<file path="src/design/nndm_pkg.sv">
// package for the nearest neighbor demosaic: widths, register codes, mosaic color map
// no dependencies
package nndm_pkg;

    localparam int DEF_MAX_WIDTH   = 4096;
    localparam int DEF_SAMPLE_BITS = 16;
    localparam int PIX_BITS        = 16;
    localparam int PATTERN_BITS    = 3;
    localparam int LINE_WIDTH_BITS = 13;
    localparam int MIN_WIDTH       = 2;
    localparam int APB_ADDR_BITS   = 3;
    localparam int APB_DATA_BITS   = 32;

    localparam logic [LINE_WIDTH_BITS-1:0] LINE_WIDTH_RESET = 13'd640;

    typedef enum logic {
        REG_PATTERN    = 1'b0,
        REG_LINE_WIDTH = 1'b1
    } t_reg_sel;

    typedef enum logic [2:0] {
        COL_R = 3'd0,
        COL_G = 3'd1,
        COL_B = 3'd2,
        COL_C = 3'd3,
        COL_M = 3'd4,
        COL_Y = 3'd5
    } t_color;

    // color at window position {row parity, column parity}
    localparam t_color PATTERN_MAP [8][4] = '{
        '{COL_R, COL_G, COL_G, COL_B},
        '{COL_B, COL_G, COL_G, COL_R},
        '{COL_G, COL_R, COL_B, COL_G},
        '{COL_G, COL_B, COL_R, COL_G},
        '{COL_C, COL_M, COL_Y, COL_G},
        '{COL_M, COL_C, COL_G, COL_Y},
        '{COL_Y, COL_G, COL_C, COL_M},
        '{COL_G, COL_Y, COL_M, COL_C}
    };

    typedef struct packed {
        logic [PATTERN_BITS-1:0] pattern;
        logic                    row_par;
        logic                    col_par;
        logic                    border;
    } t_mosaic_ctl;

endpackage

</file>
<file path="src/design/nndm_color.sv">
// color reconstruction from the 2x2 window for bayer and cmyg mosaics
// depends on nndm_pkg
module nndm_color import nndm_pkg::*; #(
    parameter int SAMPLE_BITS = DEF_SAMPLE_BITS
) (
    input  t_mosaic_ctl            i_ctl,
    input  logic [SAMPLE_BITS-1:0] i_cur,
    input  logic [SAMPLE_BITS-1:0] i_left,
    input  logic [SAMPLE_BITS-1:0] i_up,
    input  logic [SAMPLE_BITS-1:0] i_up_left,
    output logic [SAMPLE_BITS-1:0] o_red,
    output logic [SAMPLE_BITS-1:0] o_green,
    output logic [SAMPLE_BITS-1:0] o_blue
);

    t_color                 c_cur, c_left, c_up, c_up_left;
    logic [SAMPLE_BITS-1:0] val [6];
    logic [SAMPLE_BITS:0]   sum_ym, sum_mc;

    assign c_cur     = PATTERN_MAP[i_ctl.pattern][{i_ctl.row_par, i_ctl.col_par}];
    assign c_left    = PATTERN_MAP[i_ctl.pattern][{i_ctl.row_par, ~i_ctl.col_par}];
    assign c_up      = PATTERN_MAP[i_ctl.pattern][{~i_ctl.row_par, i_ctl.col_par}];
    assign c_up_left = PATTERN_MAP[i_ctl.pattern][{~i_ctl.row_par, ~i_ctl.col_par}];

    // current wins, then left, then up, then up-left
    always_comb begin
        for (int k = 0; k < 6; k++) begin
            priority if (c_cur == t_color'(3'(k))) begin
                val[k] = i_cur;
            end else if (c_left == t_color'(3'(k))) begin
                val[k] = i_left;
            end else if (c_up == t_color'(3'(k))) begin
                val[k] = i_up;
            end else if (c_up_left == t_color'(3'(k))) begin
                val[k] = i_up_left;
            end else begin
                val[k] = '0;
            end
        end
    end

    assign sum_ym = {1'b0, val[COL_Y]} + {1'b0, val[COL_M]};
    assign sum_mc = {1'b0, val[COL_M]} + {1'b0, val[COL_C]};

    always_comb begin
        priority if (i_ctl.border) begin
            o_red   = '0;
            o_green = '0;
            o_blue  = '0;
        end else if (i_ctl.pattern[PATTERN_BITS-1]) begin
            o_red   = sum_ym[SAMPLE_BITS:1];
            o_green = val[COL_G];
            o_blue  = sum_mc[SAMPLE_BITS:1];
        end else begin
            o_red   = val[COL_R];
            o_green = val[COL_G];
            o_blue  = val[COL_B];
        end
    end

endmodule

</file>
<file path="config.mk">
export PLATFORM = sky130hd
export DESIGN_NAME = nndm_color
export DESIGN_NICKNAME = d
export VERILOG_FILES = /design/src/design/nndm_pkg.sv /design/src/design/nndm_color.sv
export SDC_FILE = /design/constraint.sdc
export NUM_CORES = 1
export LEC_CHECK = 0
export CORE_AREA = 2 2 72 126
export DETAILED_ROUTE_END_ITERATION = 16
export DIE_AREA = 0 0 74 128
export DONT_BUFFER_PORTS = 1
export GPL_TIMING_DRIVEN = 0
export PLACE_DENSITY = 0.84
export SLEW_MARGIN = 15
export SYNTH_ARGS = -nofsm -noshare
export SYNTH_HDL_FRONTEND = slang
export SYNTH_SLANG_ARGS = --single-unit
export TNS_END_PERCENT = 10
</file>
<file path="constraint.sdc">
create_clock -name vclk -period 7.6
set_clock_uncertainty 0.1 [all_clocks]
set_input_delay 0.76 -clock vclk [all_inputs]
set_output_delay 0.76 -clock vclk [all_outputs]
set_load 0.02 [all_outputs]
</file>
==> impl_metrics.json, run 1 <==
{
  "syn_area_per_cell_sq_um": 6.61,
  "dieHeight_um": 128,
  "lastStage": "global routing",
  "grt_pass1_vias": 8456,
  "initial_utilization": 0.676,
  "grt-ovfl-total": 2,
  "hold_buffers": 0,
  "ys_warn_count": 0,
  "syn-cell-area_sq_um": 5740,
  "status": "stopped before the end",
  "io_buffer_count": 0,
  "placed_cells": 986,
  "synth_fp_nets": 979,
  "grt_first_pass_wirelength_um": 47800,
  "io_pins": 118,
  "synth_cells": 869,
  "rows": 45,
  "hpwlAfterDp_um": 21400,
  "yosysSeqAreaShare": 0,
  "synth.area.top_cells": "a22oi_1 (10%), nor2_1 (9.5%), a21oi_1 (8.8%)",
  "synth.distinct_cells": 75,
  "synth_top_cell_by_area": "a22oi_1",
  "die_x_um": 74,
  "error": "[ERROR GRT-0116] Global routing finished with congestion. Check the congestion regions in the DRC Viewer.",
  "grt_max_degree": 13,
  "yosysTopAreaCellShare": 0.101,
  "routabilityCongestion": 1.10,
  "track_usage": 0.664
}
## cells by family after synthesis
group / count (synthesis) / share of synthesized area
xor gates and xnor gates: 25 / 0.0394
adders and majority gates: 40 / 0.0897
AOI/OAI and AO/OA: 385 / 0.476
and+or+nand+nor: 284 / 0.232
buffers and inverters: 80 / 0.0573
muxes: 55 / 0.105
## stage by stage
step / setup WS [ns] / util / instance area (sq um)
floorplan: 1.18 / - / 5740
global placement: -0.268 / 0.693 / 5890
detailed placement: -0.442 / 0.693 / 5890
CTS: 0.0780 / 0.694 / 5900
## routing by layer
layer / GRT overflow / global-route usage
met5: 0 / 0.0351
met4: 1 / 0.613
met3: 0 / 0.472
met2: 1 / 0.845
met1: 0 / 0.691
## synth_stat cells, types with 3 or more instances
library cell,n
o21bai_1,6
a22oi_1,77
nand3_1,9
mux2i_1,22
inv_1,14
buf_4,3
and2_1,3
nand2b_1,11
a31oi_1,6
o21a_1,3
a211oi_1,61
nor2b_1,21
nor3_1,10
a211o_1,9
o31ai_1,18
nand4_1,8
mux2_2,31
a21oi_2,3
ha_1,38
nand2_1,41
and3_1,6
xor2_1,11
a21o_1,11
a221oi_1,21
o21ai_1,8
nor4b_2,3
nor2_1,145
o211ai_1,11
or3_1,9
buf_2,8
o2111ai_1,5
a21oi_1,101
clkbuf_1,53
o21ai_0,13
xnor2_1,13
nor4_1,6
## what timing repair did
action | in CTS
buffers inserted | 0
gates resized for setup | 3
endpoints found under the setup margin | 3
==> run 2, diff against run 1 <==
--- a/config.mk
+++ b/config.mk
@@ -5,12 +5,12 @@
 export SDC_FILE = /design/constraint.sdc
 export NUM_CORES = 1
 export LEC_CHECK = 0
-export CORE_AREA = 2 2 72 126
+export CORE_AREA = 2 2 123 125
 export DETAILED_ROUTE_END_ITERATION = 16
-export DIE_AREA = 0 0 74 128
+export DIE_AREA = 0 0 125 127
 export DONT_BUFFER_PORTS = 1
 export GPL_TIMING_DRIVEN = 0
-export PLACE_DENSITY = 0.84
+export PLACE_DENSITY_LB_ADDON = 0.15
 export SLEW_MARGIN = 15
 export SYNTH_ARGS = -nofsm -noshare
 export SYNTH_HDL_FRONTEND = slang
==> run 2 against run 1 <==
Against the previous run: the run now ends clean; area after synthesis unchanged; synthesized cell count unchanged.
==> impl_metrics.json, run 2 <==
{
  "syn-cell-area_sq_um": 5740,
  "multi_input_comb_area_sq_um": 5450,
  "seqCellArea_sq_um": 0,
  "cp_max_fo": 10,
  "initialDrtViolationCount": 1149,
  "min_path_type": "primary input to primary output",
  "vias": 7544,
  "placed_cell_area_sq_um": 5980,
  "drt-total-wl_um": 28600,
  "area_delta_synth_final_pct": 4.60,
  "arrival_ns": 6.46,
  "syn_area_per_cell_sq_um": 6.61,
  "coreArea_sq_um": 14400,
  "hold_violations": 0,
  "clock.fmax_mhz": 137,
  "dieArea_sq_um": 15900,
  "finalCritPeriodShare": 0.963,
  "wl_per_cell_um": 27.2,
  "die_x_um": 125,
  "drive_gt1_frac": 0.0886,
  "p_clk_frac": 0,
  "io_buffer_count": 0,
  "synth_commonest_cells": "nor2_1 (145), a21oi_1 (101), a22oi_1 (77)",
  "initial_utilization": 0.398,
  "internal-power_mw": 0.262,
  "antenna_cells": 0,
  "crit_end": "o_red[13]",
  "ys_warn_count": 0,
  "grt_max_degree": 13,
  "final_common_cell": "nor2_1",
  "p_sw_mw": 0.488,
  "fin_area_sq_um": 6010,
  "post-route-util": 0.417,
  "drv_slew": 0,
  "status": "finished, final reports clean",
  "p_comb_frac": 1.000,
  "synth_fp_nets": 979,
  "synth_cells": 869,
  "tightest_slew_ns": 1.11,
  "fillers": 1628,
  "seqPwrFrac": 0,
  "mostFrequentLayoutCells": "nor2_1 (144), a21oi_1 (101), a22oi_1 (76)",
  "postRouteAntennaNets": 0,
  "p_per_area_nw_per_um2": 125,
  "critical_path_class": "primary input to primary output",
  "routabilityCongestion": 1.03,
  "yosysTopAreaCellShare": 0.101,
  "maxCapViolations": 0,
  "synth.most_common_cell": "nor2_1",
  "cp-end-kind": "primary output",
  "synth.distinct_cells": 75,
  "dr.pass1.iters": 7,
  "seq_cells": 0,
  "synth_top_cell_by_area": "a22oi_1",
  "fin_crit_ns": 7.32,
  "ir_drop_mv": 0.0500,
  "setup_viol": 0,
  "synth.area.top_cells": "a22oi_1 (10%), nor2_1 (9.5%), a21oi_1 (8.8%)",
  "antenna_found_initial": 1,
  "nClkBuffers": 0,
  "yosysSeqAreaShare": 0,
  "fin_nets": 981,
  "grt_first_pass_wirelength_um": 42000,
  "crit_start": "i_ctl[2]",
  "io_pins": 118,
  "drc": 0,
  "dieHeight_um": 127,
  "switching_share": 0.651,
  "tns_ns": 0,
  "grt_pass1_vias": 7009,
  "p_leak_nw": 2.28,
  "grt-ovfl-total": 0,
  "track_usage": 0.335,
  "slew_headroom": 0.248,
  "cp-start-kind": "primary input",
  "rows": 44,
  "avgViaCountPerCell": 7.16,
  "required_ns": 6.74,
  "hpwlAfterDp_um": 21600
}
run 2: power by group through the flow:
stage	Sequential (mW)	Clock, mW	Combinational, mW
4_1_cts	0	0	0.726
6_report	0	0	0.750
3_5_place_dp	0	0	0.722
3_3_place_gp	0	0	0.719
2_1_floorplan	0	0	0.550
5_1_grt	0	0	0.801
run 2: metal layers:
layer	up-vias	track usage	wire, um	share of wire
met1	3503	0.438	11400	0.40
met3	110	0.0695	3390	0.12
li1	3398	-	-	-
met4	0	0.165	1660	0.058
met2	533	0.525	12200	0.43
met5	-	0	0	0
run 2: final cells by class:
cell class,count,area share
buffer,65,0.0460
inverter,15,0.00937
multi-input combinational,789,0.906
tap,184,0.0383
run 2: how the worst min path moves through the flow:
stage / depth (start not counted) / slack [ns] / start / to
global placement: 2 / 1.64 / i_cur[10] / o_green[10]
detailed placement: 2 / 1.64 / i_cur[5] / o_green[5]
CTS: 2 / 1.65 / i_cur[5] / o_green[5]
floorplan: 2 / 1.64 / i_cur[0] / o_green[0]
global route: 2 / 1.65 / i_cur[12] / o_green[12]
finish: 2 / 1.65 / i_cur[2] / o_green[2]
run 2: critical path, stage by stage:
cell and delay [ns]:
buf_2 0.25, buf_2 0.29, buf_2 0.31, buf_2 0.27
o21ai_0 0.13, nor2_1 0.57, clkbuf_2 0.42, a22oi_1 0.14
a21oi_1 0.25, mux2_2 0.20, ha_1 0.26, a21o_1 0.20
a21oi_1 0.22, o21bai_1 0.09, a21oi_1 0.21, o21ai_0 0.28
a211o_1 0.43, a2111oi_2 0.45, o31ai_1 0.23, o211ai_1 0.48
run 2: logic make-up after synthesis:
logic type	count (synthesis)	synth area share
compound gates	385	0.476
simple gates	284	0.232
xor+xnor	25	0.0394
buf+inv	80	0.0573
fa+ha+maj	40	0.0897
mux	55	0.105
run 2: repair_timing:
| item | in CTS | in global routing |
|---|---|---|
| setup endpoints to repair | 3 | 8 |
| hold buffers | 0 | 0 |
| pin swaps | 0 | 0 |
| gates resized for setup | 2 | 10 |
| setup buffers | 0 | 0 |
run 2: through the flow:
step / cells / worst slack (ns) / power [mW] / hold slack (ns)
after global routing: 1053 / -0.00468 / 0.801 / 1.65
after global placement: 1053 / -0.262 / 0.719 / 1.64
after CTS: 1053 / 0.0585 / 0.726 / 1.65
after detailed placement: 1053 / -0.305 / 0.722 / 1.64
final: 1053 / 0.283 / 0.750 / 1.65
after floorplan: 869 / 1.18 / 0.550 / 1.64
No activity file was read; power rests on OpenSTA's default activity.
